[src/rtl/tfq_pkg.sv]
// Shared types, widths, level codes and configuration indexes for the
// three-level feedback queue scheduler. No dependencies.
`timescale 1ns / 1ps
`default_nettype none

package tfq_pkg;

    // Ring geometry. Pointers and counts are derived from the ring depth.
    localparam int QUEUE_DEPTH = 16;
    localparam int PTR_W       = (QUEUE_DEPTH > 1) ? $clog2(QUEUE_DEPTH) : 1;
    localparam int CNT_W       = $clog2(QUEUE_DEPTH + 1);

    // Field widths.
    localparam int TASK_W     = 4;
    localparam int LEVEL_W    = 2;
    localparam int SLICE_W    = 8;
    localparam int NUM_LEVELS = 3;
    localparam int CFG_IDX_W  = 2;

    typedef logic [LEVEL_W-1:0] t_level;

    localparam t_level LVL_TOP  = 2'd0;
    localparam t_level LVL_MID  = 2'd1;
    localparam t_level LVL_BOT  = 2'd2;
    localparam t_level LVL_IDLE = 2'd3;

    typedef enum logic {
        ACT_ADMIT   = 1'b0,
        ACT_RESCHED = 1'b1
    } t_action;

    localparam logic [CFG_IDX_W-1:0] CFG_TOP_SLICE = 2'd0;
    localparam logic [CFG_IDX_W-1:0] CFG_MID_SLICE = 2'd1;
    localparam logic [CFG_IDX_W-1:0] CFG_BOT_SLICE = 2'd2;

    localparam logic [SLICE_W-1:0] TOP_SLICE_RST = 8'd1;
    localparam logic [SLICE_W-1:0] MID_SLICE_RST = 8'd2;
    localparam logic [SLICE_W-1:0] BOT_SLICE_RST = 8'd4;

    // Commands from the controller to the datapath.
    typedef struct packed {
        logic capture;
        logic update;
        logic load_out;
    } t_cmd;

    // Status from the datapath to the controller.
    typedef struct packed {
        logic out_free;
    } t_status;

endpackage

`default_nettype wire

[src/rtl/three_level_feedback_queue_scheduler.sv]
// An item passes the update, fetch and output states before its result
// is loaded, and no new item is taken meanwhile: the ring RAMs' registered
// read port must return the heads before and after each update.
// A stalled output holds the controller in its output state until taken.
// Reset (synchronous, active low) empties all queues, selects the idle task
// and restores the slices to 1, 2 and 4 ticks; the ring RAMs are not cleared.
`timescale 1ns / 1ps
`default_nettype none

module three_level_feedback_queue_scheduler import tfq_pkg::*; (
    input  wire logic                 i_clk,
    input  wire logic                 i_rst_n,
    // Input item channel.
    input  wire logic                 i_in_valid,
    output logic                      o_in_ready,
    input  wire logic                 i_action,
    input  wire logic [TASK_W-1:0]    i_task_id,
    input  wire logic                 i_still_ready,
    // Configuration write port.
    input  wire logic                 i_cfg_we,
    input  wire logic [CFG_IDX_W-1:0] i_cfg_index,
    input  wire logic [SLICE_W-1:0]   i_cfg_data,
    // Result item channel.
    output logic                      o_out_valid,
    input  wire logic                 i_out_ready,
    output logic      [TASK_W-1:0]    o_running_task,
    output logic      [LEVEL_W-1:0]   o_running_level,
    output logic      [SLICE_W-1:0]   o_granted_slice,
    output logic                      o_idle_selected,
    output logic                      o_admit_dropped
);

    // The controller steps each item through four phases. In the wait phase
    // it accepts an item and latches it. In the update phase the datapath
    // uses the head of the running level, already read from its ring, to
    // remove that task, demote it if it is still ready and pick the highest
    // non-empty level, or appends an admitted task to the top ring.
    // The fetch phase lets the rings read their new heads, and the output
    // phase loads the result register once it is free. The output register
    // parts the two channels, so one waiting result does not stall the input;
    // the next item is then processed and held in the output phase until the
    // waiting result has been taken.
    t_cmd    cmd;
    t_status status;

    tfq_ctrl u_ctrl (
        .i_clk      (i_clk),
        .i_rst_n    (i_rst_n),
        .i_in_valid (i_in_valid),
        .o_in_ready (o_in_ready),
        .i_status   (status),
        .o_cmd      (cmd)
    );

    tfq_dp u_dp (
        .i_clk           (i_clk),
        .i_rst_n         (i_rst_n),
        .i_cmd           (cmd),
        .o_status        (status),
        .i_action        (i_action),
        .i_task_id       (i_task_id),
        .i_still_ready   (i_still_ready),
        .i_cfg_we        (i_cfg_we),
        .i_cfg_index     (i_cfg_index),
        .i_cfg_data      (i_cfg_data),
        .o_out_valid     (o_out_valid),
        .i_out_ready     (i_out_ready),
        .o_running_task  (o_running_task),
        .o_running_level (o_running_level),
        .o_granted_slice (o_granted_slice),
        .o_idle_selected (o_idle_selected),
        .o_admit_dropped (o_admit_dropped)
    );

    // An accepted item keeps the input closed while it is being processed.
    assert property (@(posedge i_clk) disable iff (!i_rst_n)
        (i_in_valid && o_in_ready) |=> !o_in_ready)
        else $error("input reopened directly after an accepted item");

    // While a result is valid, the idle flag and the idle level code agree.
    assert property (@(posedge i_clk) disable iff (!i_rst_n)
        o_out_valid |-> (o_idle_selected == (o_running_level == LVL_IDLE)))
        else $error("idle flag disagrees with the reported level");

    // The idle task carries no task number and no slice.
    assert property (@(posedge i_clk) disable iff (!i_rst_n)
        (o_out_valid && o_idle_selected)
            |-> (o_granted_slice == '0) && (o_running_task == '0))
        else $error("idle result carries a task or a slice");

endmodule

`default_nettype wire

[src/rtl/tfq_ram.sv]
// Generic single-write, single-read RAM with a registered read port.
// No dependencies.
`timescale 1ns / 1ps
`default_nettype none

module tfq_ram #(
    parameter int WIDTH = 4,
    parameter int DEPTH = 16
) (
    input  wire logic                                      i_clk,
    input  wire logic                                      i_we,
    input  wire logic [((DEPTH > 1) ? $clog2(DEPTH) : 1)-1:0] i_waddr,
    input  wire logic [WIDTH-1:0]                          i_wdata,
    input  wire logic [((DEPTH > 1) ? $clog2(DEPTH) : 1)-1:0] i_raddr,
    output logic      [WIDTH-1:0]                          o_rdata
);

    logic [WIDTH-1:0] r_mem [DEPTH];

    // Read returns the old contents when the same address is written.
    always_ff @(posedge i_clk) begin
        if (i_we) begin
            r_mem[i_waddr] <= i_wdata;
        end
        o_rdata <= r_mem[i_raddr];
    end

endmodule

`default_nettype wire

[src/rtl/tfq_ctrl.sv]
// Sequencing state machine of the scheduler: accept, update, fetch, output.
// Depends on tfq_pkg.
`timescale 1ns / 1ps
`default_nettype none

module tfq_ctrl import tfq_pkg::*; (
    input  wire logic    i_clk,
    input  wire logic    i_rst_n,
    input  wire logic    i_in_valid,
    output logic         o_in_ready,
    input  wire t_status i_status,
    output t_cmd         o_cmd
);

    typedef enum logic [3:0] {
        S_WAIT   = 4'b0001,
        S_UPDATE = 4'b0010,
        S_FETCH  = 4'b0100,
        S_OUT    = 4'b1000
    } t_state;

    t_state r_state;
    t_state n_state;

    always_comb begin
        n_state         = r_state;
        o_in_ready      = 1'b0;
        o_cmd.capture   = 1'b0;
        o_cmd.update    = 1'b0;
        o_cmd.load_out  = 1'b0;
        case (r_state)
            S_WAIT: begin
                o_in_ready    = 1'b1;
                o_cmd.capture = i_in_valid;
                if (i_in_valid) begin
                    n_state = S_UPDATE;
                end
            end
            S_UPDATE: begin
                o_cmd.update = 1'b1;
                n_state      = S_FETCH;
            end
            S_FETCH: begin
                n_state = S_OUT;
            end
            S_OUT: begin
                // Hold here until the output register can take the result.
                if (i_status.out_free) begin
                    o_cmd.load_out = 1'b1;
                    n_state        = S_WAIT;
                end
            end
            default: begin
                n_state = S_WAIT;
            end
        endcase
    end

    always_ff @(posedge i_clk) begin
        if (!i_rst_n) begin
            r_state <= S_WAIT;
        end else begin
            r_state <= n_state;
        end
    end

endmodule

`default_nettype wire

[src/rtl/tfq_dp.sv]
// Datapath of the scheduler: ring RAMs, head/tail/count registers, level
// selection, slice registers and the output register. Depends on tfq_pkg
// and tfq_ram.
`timescale 1ns / 1ps
`default_nettype none

module tfq_dp import tfq_pkg::*; (
    input  wire logic                 i_clk,
    input  wire logic                 i_rst_n,
    input  wire t_cmd                 i_cmd,
    output t_status                   o_status,
    input  wire logic                 i_action,
    input  wire logic [TASK_W-1:0]    i_task_id,
    input  wire logic                 i_still_ready,
    input  wire logic                 i_cfg_we,
    input  wire logic [CFG_IDX_W-1:0] i_cfg_index,
    input  wire logic [SLICE_W-1:0]   i_cfg_data,
    output logic                      o_out_valid,
    input  wire logic                 i_out_ready,
    output logic      [TASK_W-1:0]    o_running_task,
    output logic      [LEVEL_W-1:0]   o_running_level,
    output logic      [SLICE_W-1:0]   o_granted_slice,
    output logic                      o_idle_selected,
    output logic                      o_admit_dropped
);

    // Latched input item.
    t_action           r_action;
    logic [TASK_W-1:0] r_task;
    logic              r_still_ready;

    // Ring bookkeeping and scheduler state.
    logic [PTR_W-1:0]   r_head  [NUM_LEVELS];
    logic [PTR_W-1:0]   r_tail  [NUM_LEVELS];
    logic [CNT_W-1:0]   r_count [NUM_LEVELS];
    logic [PTR_W-1:0]   n_head  [NUM_LEVELS];
    logic [PTR_W-1:0]   n_tail  [NUM_LEVELS];
    logic [CNT_W-1:0]   n_count [NUM_LEVELS];
    t_level             r_cur_level;
    t_level             n_cur_level;
    logic               r_dropped;
    logic               n_dropped;
    logic [SLICE_W-1:0] r_slice [NUM_LEVELS];

    // RAM ports.
    logic              ram_we    [NUM_LEVELS];
    logic [TASK_W-1:0] ram_rdata [NUM_LEVELS];
    logic [TASK_W-1:0] ram_wdata;

    // Working signals.
    logic [TASK_W-1:0]  was_task;
    logic [CNT_W-1:0]   cur_count;
    logic               popping;
    t_level             dest_level;
    logic               pop_k;
    logic               push_req_k;
    logic               push_k;
    logic [CNT_W-1:0]   mid_count;
    logic [TASK_W-1:0]  sel_task;
    logic [SLICE_W-1:0] sel_slice;
    logic               sel_valid;

    function automatic logic [PTR_W-1:0] next_ptr(input logic [PTR_W-1:0] ptr);
        logic [PTR_W-1:0] nxt;
        if (ptr == PTR_W'(QUEUE_DEPTH - 1)) begin
            nxt = '0;
        end else begin
            nxt = ptr + PTR_W'(1);
        end
        return nxt;
    endfunction

    for (genvar g = 0; g < NUM_LEVELS; g++) begin : g_ring
        tfq_ram #(
            .WIDTH (TASK_W),
            .DEPTH (QUEUE_DEPTH)
        ) u_ring (
            .i_clk   (i_clk),
            .i_we    (ram_we[g]),
            .i_waddr (r_tail[g]),
            .i_wdata (ram_wdata),
            .i_raddr (r_head[g]),
            .o_rdata (ram_rdata[g])
        );
    end

    // Head task, count and slice of the current level.
    always_comb begin
        case (r_cur_level)
            LVL_TOP: begin
                was_task  = ram_rdata[0];
                cur_count = r_count[0];
                sel_slice = r_slice[0];
            end
            LVL_MID: begin
                was_task  = ram_rdata[1];
                cur_count = r_count[1];
                sel_slice = r_slice[1];
            end
            LVL_BOT: begin
                was_task  = ram_rdata[2];
                cur_count = r_count[2];
                sel_slice = r_slice[2];
            end
            default: begin
                was_task  = '0;
                cur_count = '0;
                sel_slice = '0;
            end
        endcase
        sel_valid = (r_cur_level != LVL_IDLE) && (cur_count != '0);
        sel_task  = was_task;
    end

    // Next state of the rings for the latched item.
    always_comb begin
        popping    = (r_action == ACT_RESCHED) && (r_cur_level != LVL_IDLE)
                     && (cur_count != '0);
        dest_level = (r_cur_level == LVL_BOT) ? LVL_BOT : r_cur_level + t_level'(1);
        ram_wdata  = (r_action == ACT_ADMIT) ? r_task : was_task;
        n_dropped  = (r_action == ACT_ADMIT)
                     && !(r_count[0] < CNT_W'(QUEUE_DEPTH));
        pop_k      = 1'b0;
        push_req_k = 1'b0;
        push_k     = 1'b0;
        mid_count  = '0;
        for (int k = 0; k < NUM_LEVELS; k++) begin
            pop_k = popping && (r_cur_level == LEVEL_W'(k));
            if (r_action == ACT_ADMIT) begin
                push_req_k = (k == 0);
            end else begin
                push_req_k = popping && r_still_ready && (dest_level == LEVEL_W'(k));
            end
            mid_count  = r_count[k] - CNT_W'(pop_k);
            push_k     = push_req_k && (mid_count < CNT_W'(QUEUE_DEPTH));
            n_count[k] = mid_count + CNT_W'(push_k);
            n_head[k]  = pop_k ? next_ptr(r_head[k]) : r_head[k];
            n_tail[k]  = push_k ? next_ptr(r_tail[k]) : r_tail[k];
            ram_we[k]  = i_cmd.update && push_k;
        end
        if (r_action == ACT_ADMIT) begin
            n_cur_level = r_cur_level;
        end else if (n_count[0] != '0) begin
            n_cur_level = LVL_TOP;
        end else if (n_count[1] != '0) begin
            n_cur_level = LVL_MID;
        end else if (n_count[2] != '0) begin
            n_cur_level = LVL_BOT;
        end else begin
            n_cur_level = LVL_IDLE;
        end
    end

    assign o_status.out_free = !o_out_valid || i_out_ready;

    always_ff @(posedge i_clk) begin
        if (!i_rst_n) begin
            for (int k = 0; k < NUM_LEVELS; k++) begin
                r_head[k]  <= '0;
                r_tail[k]  <= '0;
                r_count[k] <= '0;
            end
            r_cur_level <= LVL_IDLE;
            r_slice[0]  <= TOP_SLICE_RST;
            r_slice[1]  <= MID_SLICE_RST;
            r_slice[2]  <= BOT_SLICE_RST;
            o_out_valid <= 1'b0;
        end else begin
            if (i_cmd.update) begin
                for (int k = 0; k < NUM_LEVELS; k++) begin
                    r_head[k]  <= n_head[k];
                    r_tail[k]  <= n_tail[k];
                    r_count[k] <= n_count[k];
                end
                r_cur_level <= n_cur_level;
            end
            if (i_cfg_we) begin
                case (i_cfg_index)
                    CFG_TOP_SLICE: r_slice[0] <= i_cfg_data;
                    CFG_MID_SLICE: r_slice[1] <= i_cfg_data;
                    CFG_BOT_SLICE: r_slice[2] <= i_cfg_data;
                    default: begin
                    end
                endcase
            end
            if (i_cmd.load_out) begin
                o_out_valid <= 1'b1;
            end else if (i_out_ready) begin
                o_out_valid <= 1'b0;
            end
        end
    end

    // Payload registers carry no reset.
    always_ff @(posedge i_clk) begin
        if (i_cmd.capture) begin
            r_action      <= t_action'(i_action);
            r_task        <= i_task_id;
            r_still_ready <= i_still_ready;
        end
        if (i_cmd.update) begin
            r_dropped <= n_dropped;
        end
        if (i_cmd.load_out) begin
            o_admit_dropped <= r_dropped;
            if (sel_valid) begin
                o_running_task  <= sel_task;
                o_running_level <= r_cur_level;
                o_granted_slice <= sel_slice;
                o_idle_selected <= 1'b0;
            end else begin
                o_running_task  <= '0;
                o_running_level <= LVL_IDLE;
                o_granted_slice <= '0;
                o_idle_selected <= 1'b1;
            end
        end
    end

endmodule

`default_nettype wire

[config.mk]
export PLATFORM = sky130hd
export DESIGN_NAME = three_level_feedback_queue_scheduler
export DESIGN_NICKNAME = d
export VERILOG_FILES = /design/src/rtl/tfq_pkg.sv /design/src/rtl/three_level_feedback_queue_scheduler.sv /design/src/rtl/tfq_ram.sv /design/src/rtl/tfq_ctrl.sv /design/src/rtl/tfq_dp.sv
export SDC_FILE = /design/constraint.sdc
export NUM_CORES = 1
export LEC_CHECK = 0
export BUFFER_PORTS_ARGS = -buffer_cell sky130_fd_sc_hd__buf_2
export CAP_MARGIN = 15
export CORE_MARGIN = 2
export CORE_UTILIZATION = 53
export DETAILED_ROUTE_END_ITERATION = 8
export PLACE_DENSITY = 0.72
export SLEW_MARGIN = 10
export SYNTH_ARGS = -nofsm -noshare
export SYNTH_HDL_FRONTEND = slang
export SYNTH_SLANG_ARGS = --single-unit
export TNS_END_PERCENT = 20
[constraint.sdc]
create_clock -name i_clk -period 3.45 [get_ports i_clk]
set_input_delay 0.69 -clock i_clk [delete_from_list [all_inputs] [get_ports i_clk]]
set_output_delay 0.69 -clock i_clk [all_outputs]
set_load 0.005 [all_outputs]
[Yosys cells after proc, flatten, opt, wreduce, memory -nomap -nowiden]
Memory sizes are Yosys's and may differ from the RTL's. A register that Yosys moved wholly into a read port is not among the register bits.
Index checks and enable logic that the tools add are counted.
Widths: inputs -> output; s select.
Cells by class
  add/subtract/negate cells: 13
  order comparisons: 4
  equal/unequal tests: 19
  multiplexer cells: 68
  bitwise logic cells: 13
  reductions and logical operators: 30
Operators with widths (count)
  $mux 4: 21
  $mux 1: 34
  $eq 4x4->1 const B: 7
  $add 4x1->4 const B: 6
  $mux 8: 3
  $pmux 8 s3: 1
  $lt 5x5->1 const B: 4
  $reduce_bool 5->1: 4
  $logic_and 1x1->1: 17
  $pmux 4 s4: 1
  $add 5x1->5: 3
  $mux 5: 3
  $pmux 5 s3: 1
  $sub 5x1->5: 3
  $or 1x1->1: 12
  $pmux 4 s3: 1
  $eq 2x1->1 const B: 3
  $eq 2x2->1 const B: 3
  $logic_not 2->1: 3
  $mux 2: 3
  $ne 2x2->1 const B: 3
  $eq 4x1->1 const B: 1
  $eq 4x2->1 const B: 1
  $eq 4x3->1 const B: 1
  other kinds (6): 8
Storage, ports and cells
  register bits: 30
  memory bits (writable): 255
  input bits: 21
  output and inout bits: 18
  logic and storage cells: 166
  memories: 7
Memory list
  u_dp.g_ring[0].u_ring.r_mem: depth 16, bits a word 4, read ports 1, clocked after memory_dff 1, wr ports 1, line tfq_ram.sv:18  | logic [WIDTH-1:0] r_mem [DEPTH];
  u_dp.g_ring[1].u_ring.r_mem: depth 16, bits a word 4, read ports 1, clocked after memory_dff 1, wr ports 1, line tfq_ram.sv:18
  u_dp.g_ring[2].u_ring.r_mem: depth 16, bits a word 4, read ports 1, clocked after memory_dff 1, wr ports 1, line tfq_ram.sv:18
  u_dp.r_slice: depth 3, bits a word 8, read ports 3, clocked after memory_dff 0, wr ports 3, line tfq_dp.sv:43  | logic [SLICE_W-1:0] r_slice [NUM_LEVELS];
  u_dp.r_count: depth 3, bits a word 5, read ports 3, clocked after memory_dff 0, wr ports 3, line tfq_dp.sv:35  | logic [CNT_W-1:0] r_count [NUM_LEVELS];
  u_dp.r_head: depth 3, bits a word 4, read ports 3, clocked after memory_dff 0, wr ports 3, line tfq_dp.sv:33  | logic [PTR_W-1:0] r_head [NUM_LEVELS];
  +1 memories

[Depth between registers and ports, before layout]
Gate-level depths: netlist (run 1).
  depth in word-level cells: 13
  depth in mapped cells: 19
  gate-level depth less buffers: 19

[By module]
Synthesis (run 1) repeated with hierarchy kept, for this count alone.
Unflattened totals
  cell total of the unflattened synthesis: 792
  area, all modules: 12803.5 um^2
Modules (own cells, without submodules)
  tfq_ram: times used 3, cells an instance 130, area an instance 2666.3 um^2, seq. area each 2001.9 um^2
  tfq_dp: times used 1, cells an instance 380, area an instance 4570.6 um^2, seq. area each 2642.5 um^2
  tfq_ctrl: times used 1, cells an instance 22, area an instance 234.0 um^2, seq. area each 80.1 um^2

[Least setup slack after synthesis (run 1)]
OpenSTA, ideal clock, no wires.
  path kind: flip-flop to flip-flop
  from: memory u_dp.r_count[0][2] (netlist bit)
  to: register u_dp.r_cur_level[0]
  library setup time: 0.079 ns
  arrival: 3.557 ns
  required time: 3.371 ns
  path slack: -0.186 ns
  cell stages (with the launch flop): 18
  path buffers: 0
  clock period less this slack: 3.636 ns
  path through: edfxtp_1 > or4_4 > o21ai_4 > a31oi_4 > and2_1 > ha_1 > ha_1 > nand2_1 > xor2_1 > nand4_1 > inv_1 > ha_1 > ha_1 > nand3b_1 > o21ai_0 > xnor2_1 > o311a_1 > o211ai_1
RTL lines
  start: declaration: line tfq_dp.sv:35
  end signal: assignment: line tfq_dp.sv:175  | r_cur_level <= n_cur_level;
  end: declaration: line tfq_dp.sv:39  | t_level r_cur_level;

==> qor.yml, run 1 <==
timing:
  rsz0062_at_grt: "true"
  fin_crit_sh_pct: 105.2
  worst_pin_slew_ps: 773.9
  fmax_mhz: 275.5
  slew_viol_final: 0
  finalSetupViolations: 4
  hold_violations: 0
  period_needed_ps: 3629
  holdWs_ps: 319.4
  clock_skew_ps: 8.265
  max_slew_margin_pct: 48.41
  layout_setup_ws_ps: -179.4
logic_synthesis:
  seq_area_frac_synth_pct: 69.30
  synth_xor_area_share_pct: 1.808
  synthSimpleGateAreaFrac_pct: 10.28
  muxShareOfSynthArea_pct: 8.583
  synth_top_family_by_area: "simple AND/OR/NAND/NOR gates"
  syn_area_per_cell_um2: 15.78
  ys.flop_type: "edfxtp_1"
  synth_enable_flop_cells: 278
  synth_compound_area_share_pct: 4.441
  synthArstFlopShare_pct: 0
  syn_nets: 851
  synth_area_um2: 12590
  syn_inst: 798
  ys.warnings.count: 0
  synthDistinctLibCells: 45
  ys_ff_latch: 297
  synthAdderAreaFrac_pct: 3.179
placed_design:
  gp_congestion: 0.8597
  dp_cells: 1186
  placed_area_um2: 13660
  port-buffer-count: 38
  place_ws_ps: -281.8
  dp_hpwl_um: 16160
cts:
  cts.path.max_buffers: 3
  cts_root_buffer: "clkbuf_16"
  cts_hold_buffers: 0
  cts_max_level: 1
  cts_tree: "done"
  clk_latency_ps: 540
  cts.sinks: 297
  clk_pin_slew_worst_paths_ps: 70
  cts_buffers: 30
cells_and_area:
  fin_nets: 967
  final_util_pct: 64.34
  n_fill_cell: 1680
  fin_cells: 1256
  layout-drive-gt1-share_pct: 30.10
  area_growth_pct: 19.56
  stdcell_area_um2: 15060
  final_common_cell: "edfxtp_1"
  insertedDiodeCount: 0
  layout_common_cells: "278 x edfxtp_1, 80 x buf_4, 48 x nor2_1, 48 x mux4_2, 44 x nand2_1"
route:
  avgViaCountPerCell: 5.663
  wirelength_um: 25380
  first_pass_iters: 6
  drc: 0
  wl_per_cell_um: 20.21
  first_iter_violations: 691
  vias: 7113
  final_antenna_net_count: 0
global_routing:
  grt_overflow: 0
  grt_antenna_before_repair: 0
  grt_pass1_vias: 7121
  grt_max_degree: 49
  grtUsageTotal_pct: 20.63
  grt_pass1_wl_um: 39030
critical_path:
  required_ps: 3910
  cp.arrival_ps: 4090
  crit_type: "flop to flop"
  crit_fanout: 4
  start_kind: "flop"
  end_kind: "flop"
  reg2reg_slack_ps: -180
die:
  die_x_um: 158.2
  die_area_um2: 25010
  die_h_um: 158.2
  fp.coreArea_um2: 23400
  num_rows: 56
  initial_utilization_pct: 53.82
  io_pins: 39
power_and_ir_drop:
  ir_drop_mv: 0.4324
  powerDensity_nw_per_um2: 522.1
  p_leak_nw: 5.408
run_status:
  violations: "setup timing"
  status: "complete, but fails checks"
flow_run:
  cap_violations: 0
hold_path:
  hp-class: "input pin to flop"
## layer usage
layer  wire length, µm  global-route usage [%]  vias up
met5                 0                       0        -
met4               922                   7.679        0
met3              1261                   3.148       55
met2             12370                   34.31      198
met1             10820                   27.81     3570
li1                  -                       -     3290
## final cells by class
| type | count | area (µm²) | area share [%] |
|---|---|---|---|
| clock buffers | 40 | 882.1 | 5.858 |
| clock inverters | 15 | 150.1 | 0.9971 |
| inverters | 37 | 138.9 | 0.9223 |
| multi-input cells | 427 | 3926 | 26.07 |
| flip-flops and latches | 297 | 8728 | 57.96 |
| well taps | 319 | 399.1 | 2.651 |
| repair buffers | 121 | 833.3 | 5.534 |
## cell usage after synthesis, drive strengths merged (14+ instances only)
cell type  count  area [µm²]
nor2b         21       131.4
nor2          51       191.4
ha            32       400.4
clkbuf        26       97.59
dfxtp         19       380.4
and2          26       162.7
edfxtp       278        8348
o21ai         16       106.4
nand2         49       183.9
mux4          48        1081
and3          39       244.0
a31oi         14       102.6
inv           37       138.9
xnor2         18       157.7
## power by group
| group | leakage, nW | internal [mW] | switching [mW] |
|---|---|---|---|
| combinational | 2.13 | 0.169 | 0.262 |
| sequential | 2.76 | 4.05 | 0.0693 |
| clock | 0.514 | 2.01 | 1.30 |
## path summary, 6_finish.rpt
| check | start | to | depth (start not counted) |
|---|---|---|---|
| worst max-delay path | u_dp.r_count[0][5]$_SDFFCE_PN0P_ | u_dp.r_cur_level[0]$_SDFFE_PN1P_ | 18 |
| worst max register to register | u_dp.r_count[0][5]$_SDFFCE_PN0P_ | u_dp.r_cur_level[0]$_SDFFE_PN1P_ | 18 |
| worst min-delay path | i_task_id[2] | u_dp.r_task[2]$_DFFE_PP_ | 1 |
| worst min register to register | u_dp.r_dropped$_DFFE_PN_ | u_dp.o_admit_dropped$_DFFE_PP_ | 0 |
## critical path: stages (launching register included)
cell      delay (ps)
edfxtp_1         390
or4_4            560
o21ai_4          190
a31oi_4          130
nand2_2           90
inv_2             40
ha_4             160
ha_4             150
nor2b_4          120
nor2b_4          120
xor2_2           130
nor2_1            70
ha_2             200
ha_4             170
and4b_1          180
a31oi_1          170
xor2_1           250
nand4_1          190
o211ai_1         220
## state kept, by name (all words and copies together) (netlist names)
| signal | cells |
|---|---|
| u_dp.r_count | 15 |
| u_dp.r_dropped | 1 |
| u_dp.o_out_valid | 1 |
| u_dp.o_granted_slice | 8 |
| u_dp.o_admit_dropped | 1 |
| u_dp.r_still_ready | 1 |
| u_dp.r_action | 1 |
| u_dp.r_cur_level | 2 |
| u_dp.r_slice | 24 |
| u_dp.r_head | 12 |
| u_dp.o_running_level | 2 |
| u_dp.g_ring.u_ring.r_mem | 192 |
| u_dp.r_tail | 12 |
| u_dp.o_idle_selected | 1 |
| u_ctrl.r_state | 4 |
| u_dp.g_ring.u_ring.o_rdata | 12 |
| u_dp.r_task | 4 |
| u_dp.o_running_task | 4 |
## kinds of logic after synthesis
group,after synthesis
multiplexers,48
adder cells (fa/ha/maj),32
AO/OA/AOI/OAI,76
flip-flops,297
XOR/XNOR,26
buffers and inverters,74
AND/OR/NAND/NOR,245
## stage by stage
stage	power, mW	setup TNS (ps)
after detailed placement	4.604	-3742
final	7.861	-436.6
after global placement	4.592	-4474
after global routing	8.105	-6358
after floorplan	4.419	-57.81
after CTS	7.913	-4622
## timing repair
item	4_1_cts	5_1_grt
setup endpoints to repair	101	136
pin swaps	21	23
buffers inserted	9	8
resized for setup	31	31
No activity file was read; power rests on OpenSTA's default activity.
==> run 2, diff against run 1 <==
--- a/config.mk
+++ b/config.mk
@@ -10,7 +10,7 @@
 export CORE_MARGIN = 2
 export CORE_UTILIZATION = 53
 export DETAILED_ROUTE_END_ITERATION = 8
-export PLACE_DENSITY = 0.72
+export PLACE_DENSITY = 0.7
 export SLEW_MARGIN = 10
 export SYNTH_ARGS = -nofsm -noshare
 export SYNTH_HDL_FRONTEND = slang
==> constraint.sdc (replaced) <==
create_clock -name i_clk -period 3.5 [get_ports i_clk]
set_input_delay 0.7 -clock i_clk [delete_from_list [all_inputs] [get_ports i_clk]]
set_output_delay 0.7 -clock i_clk [all_outputs]
set_load 0.005 [all_outputs]
==> run 2 against run 1 <==
  * The flow still finishes with violations (setup timing)
  * Clock-buffer cell count stayed put
  * Sequential power fell by 1%
  * Register-to-register slack gained 50 ps
  * Routed wire length rose by 4.7%
  * Sequential share of layout area rose by 0.24 points
  * Final cell count decreased by 0.16%
  * Maximum frequency about the same
  * Die area stayed put
  * Critical path type unchanged
  * Critical endpoint unchanged
  * Largest cell class unchanged
==> qor.yml, run 2 (synthesis results as in run 1) <==
die:
  fp.coreArea_um2: 23400
  num_rows: 56
  initial_utilization_pct: 53.82
  die_x_um: 158.2
  io_pins: 39
  die_h_um: 158.2
  die_area_um2: 25010
timing:
  fmax_mhz: 275.8
  finalSetupViolations: 37
  fin_crit_sh_pct: 103.6
  worst_pin_slew_ps: 870.8
  slew_viol_final: 0
  layout_setup_ws_ps: -126.0
  clock_skew_ps: 27.78
  max_slew_margin_pct: 41.95
  rsz0062_at_grt: "true"
  tns_ps: -2928
  hold_violations: 0
  period_needed_ps: 3626
global_routing:
  grt_max_degree: 49
  grt_pass1_wl_um: 41160
  grt_pass1_vias: 7559
  grt_antenna_before_repair: 0
  grt_overflow: 0
  met2_usage_pct: 35.98
  grt_busiest_layer: "met2"
  use_met1_pct: 29.98
  met3_usage_pct: 3.340
  grtUsageTotal_pct: 21.58
flow_run:
  cap_violations: 0
route:
  final_antenna_net_count: 0
  vias: 7231
  first_pass_iters: 5
  wl_per_cell_um: 21.20
  drc: 0
  wirelength_um: 26580
  avgViaCountPerCell: 5.766
  first_iter_violations: 621
critical_path:
  crit_path_end: "u_dp.r_cur_level[0]$_SDFFE_PN1P_"
  end_kind: "flop"
  cp.arrival_ps: 4100
  critPathLaunch: "u_dp.r_count[0][14]$_SDFFCE_PN0P_"
  reg2reg_to: "u_dp.r_cur_level[0]$_SDFFE_PN1P_"
  r2r_start: "u_dp.r_count[0][14]$_SDFFCE_PN0P_"
  max_stage_delay_ps: 550
  start_kind: "flop"
  crit_type: "flop to flop"
  rr_worst_depth: 18
  cpMostUsedCell: "ha_4"
  required_ps: 3980
  crit_fanout: 5
  reg2reg_slack_ps: -130
  crit_slowest_cell: "or4_1"
  cp_cell_sequence: "or4_1 -> o21ai_2 -> a31oi_4 -> buf_4 -> and2_1 -> ha_2 -> ha_4 -> nand2_2 -> xor2_2 -> nand4_1 -> inv_2 -> ha_4 -> ha_4 -> nand3b_1 -> o21ai_2 -> xnor2_1 -> o311a_1 -> o211ai_1"
cts:
  clk_pin_slew_worst_paths_ps: 60
  cts_max_level: 1
  cts_root_buffer: "clkbuf_16"
  cts_buffers: 29
  cts.path.max_buffers: 3
  clk_latency_ps: 560
  cts.sinks: 297
  cts_tree: "done"
  cts_hold_buffers: 0
placed_design:
  gp_congestion: 0.8401
  port-buffer-count: 38
  dp_hpwl_um: 17220
  dp_cells: 1179
power_and_ir_drop:
  p_leak_nw: 5.329
  ir_drop_mv: 0.5381
  finalPower_mw: 7.526
  powerDensity_nw_per_um2: 501.8
cells_and_area:
  layout_common_cells: "278 x edfxtp_1, 80 x buf_4, 48 x mux4_2"
  area_growth_pct: 19.07
  layout-drive-gt1-share_pct: 31.02
  insertedDiodeCount: 0
  fin_nets: 965
  regMostFlops: "u_dp.g_ring.u_ring.r_mem"
  fin_cells: 1254
  largestRegisters: "u_dp.g_ring.u_ring.r_mem (192), u_dp.r_slice (24), u_dp.r_count (15)"
  n_fill_cell: 1637
  final_util_pct: 64.08
  final_common_cell: "edfxtp_1"
  largest_reg_flops: 192
hold_path:
  hp-class: "input pin to flop"
  hold_start: "i_still_ready"
run_status:
  violations: "setup timing"
  status: "complete, but fails checks"
## run 2: cell count changes in the layout (fill, tap and decap cells not counted), moves of 4 or more
cell,delta
and3_4,+6
o22ai_2,+4
and2_4,+8
and2_2,-7
and3_1,-6
clkbuf_16,-4
clkbuf_1,+6
o22ai_4,-4
## run 2: worst min path at each step
stage	endpoint	slack, ps	depth (start not counted)
after floorplan	u_dp.o_admit_dropped$_DFFE_PP_	400	0
after global placement	u_dp.o_admit_dropped$_DFFE_PP_	410	0
after detailed placement	u_dp.o_admit_dropped$_DFFE_PP_	430	0
after CTS	u_dp.r_still_ready$_DFFE_PP_	300	1
after global routing	u_dp.r_still_ready$_DFFE_PP_	300	1
final	u_dp.r_still_ready$_DFFE_PP_	320	1
## run 2: layer usage
| layer | part of all wire [%] | up-vias |
|---|---|---|
| met5 | 0 | - |
| met4 | 2.3 | 0 |
| met3 | 6.5 | 48 |
| met2 | 49 | 260 |
| met1 | 42 | 3636 |
| li1 | - | 3287 |
## run 2: metrics by stage
stage / instance area (µm²) / setup WS, ps / hold slack, ps
floorplan: 12650 / 9.114 / 400.3
global placement: 13580 / -96.03 / 413.8
detailed placement: 13580 / -303.8 / 427.0
CTS: 14820 / -126.0 / 297.7
global route: 15000 / -268.4 / 303.7
finish: 15000 / -126.0 / 319.4
## run 2: layout make-up
type                    instances  area [µm²]  share of cell area (%)
repair buffers                120       822.0                   5.481
clock buffers                  40       777.0                   5.181
well taps                     319       399.1                   2.661
multi-input cells             427        3979                   26.53
flip-flops and latches        297        8728                   58.20
inverters                      37       138.9                  0.9261
clock inverters                14       152.6                   1.018
## run 2: power breakdown
group	internal [mW]	switching, mW	total (mW)
Sequential	4.00	0.0730	4.07
Clock	1.77	1.26	3.03
Combinational	0.166	0.256	0.422
## run 2: what timing repair did
action,4_1_cts,5_1_grt
pin swaps,25,17
setup buffers,15,9
endpoints found under the setup margin,128,184
endpoints found under the hold margin,0,0
resized for setup,50,42
## run 2: critical path, delay by kind of cell, from the launching register on
kind	cells	cell delay (ps)
and+or+nand+nor	5	1030
DFF	1	390
xor gates and xnor gates	2	270
adders and majority gates	4	650
buffers and inverters	2	300
AOI/OAI and AO/OA	5	920
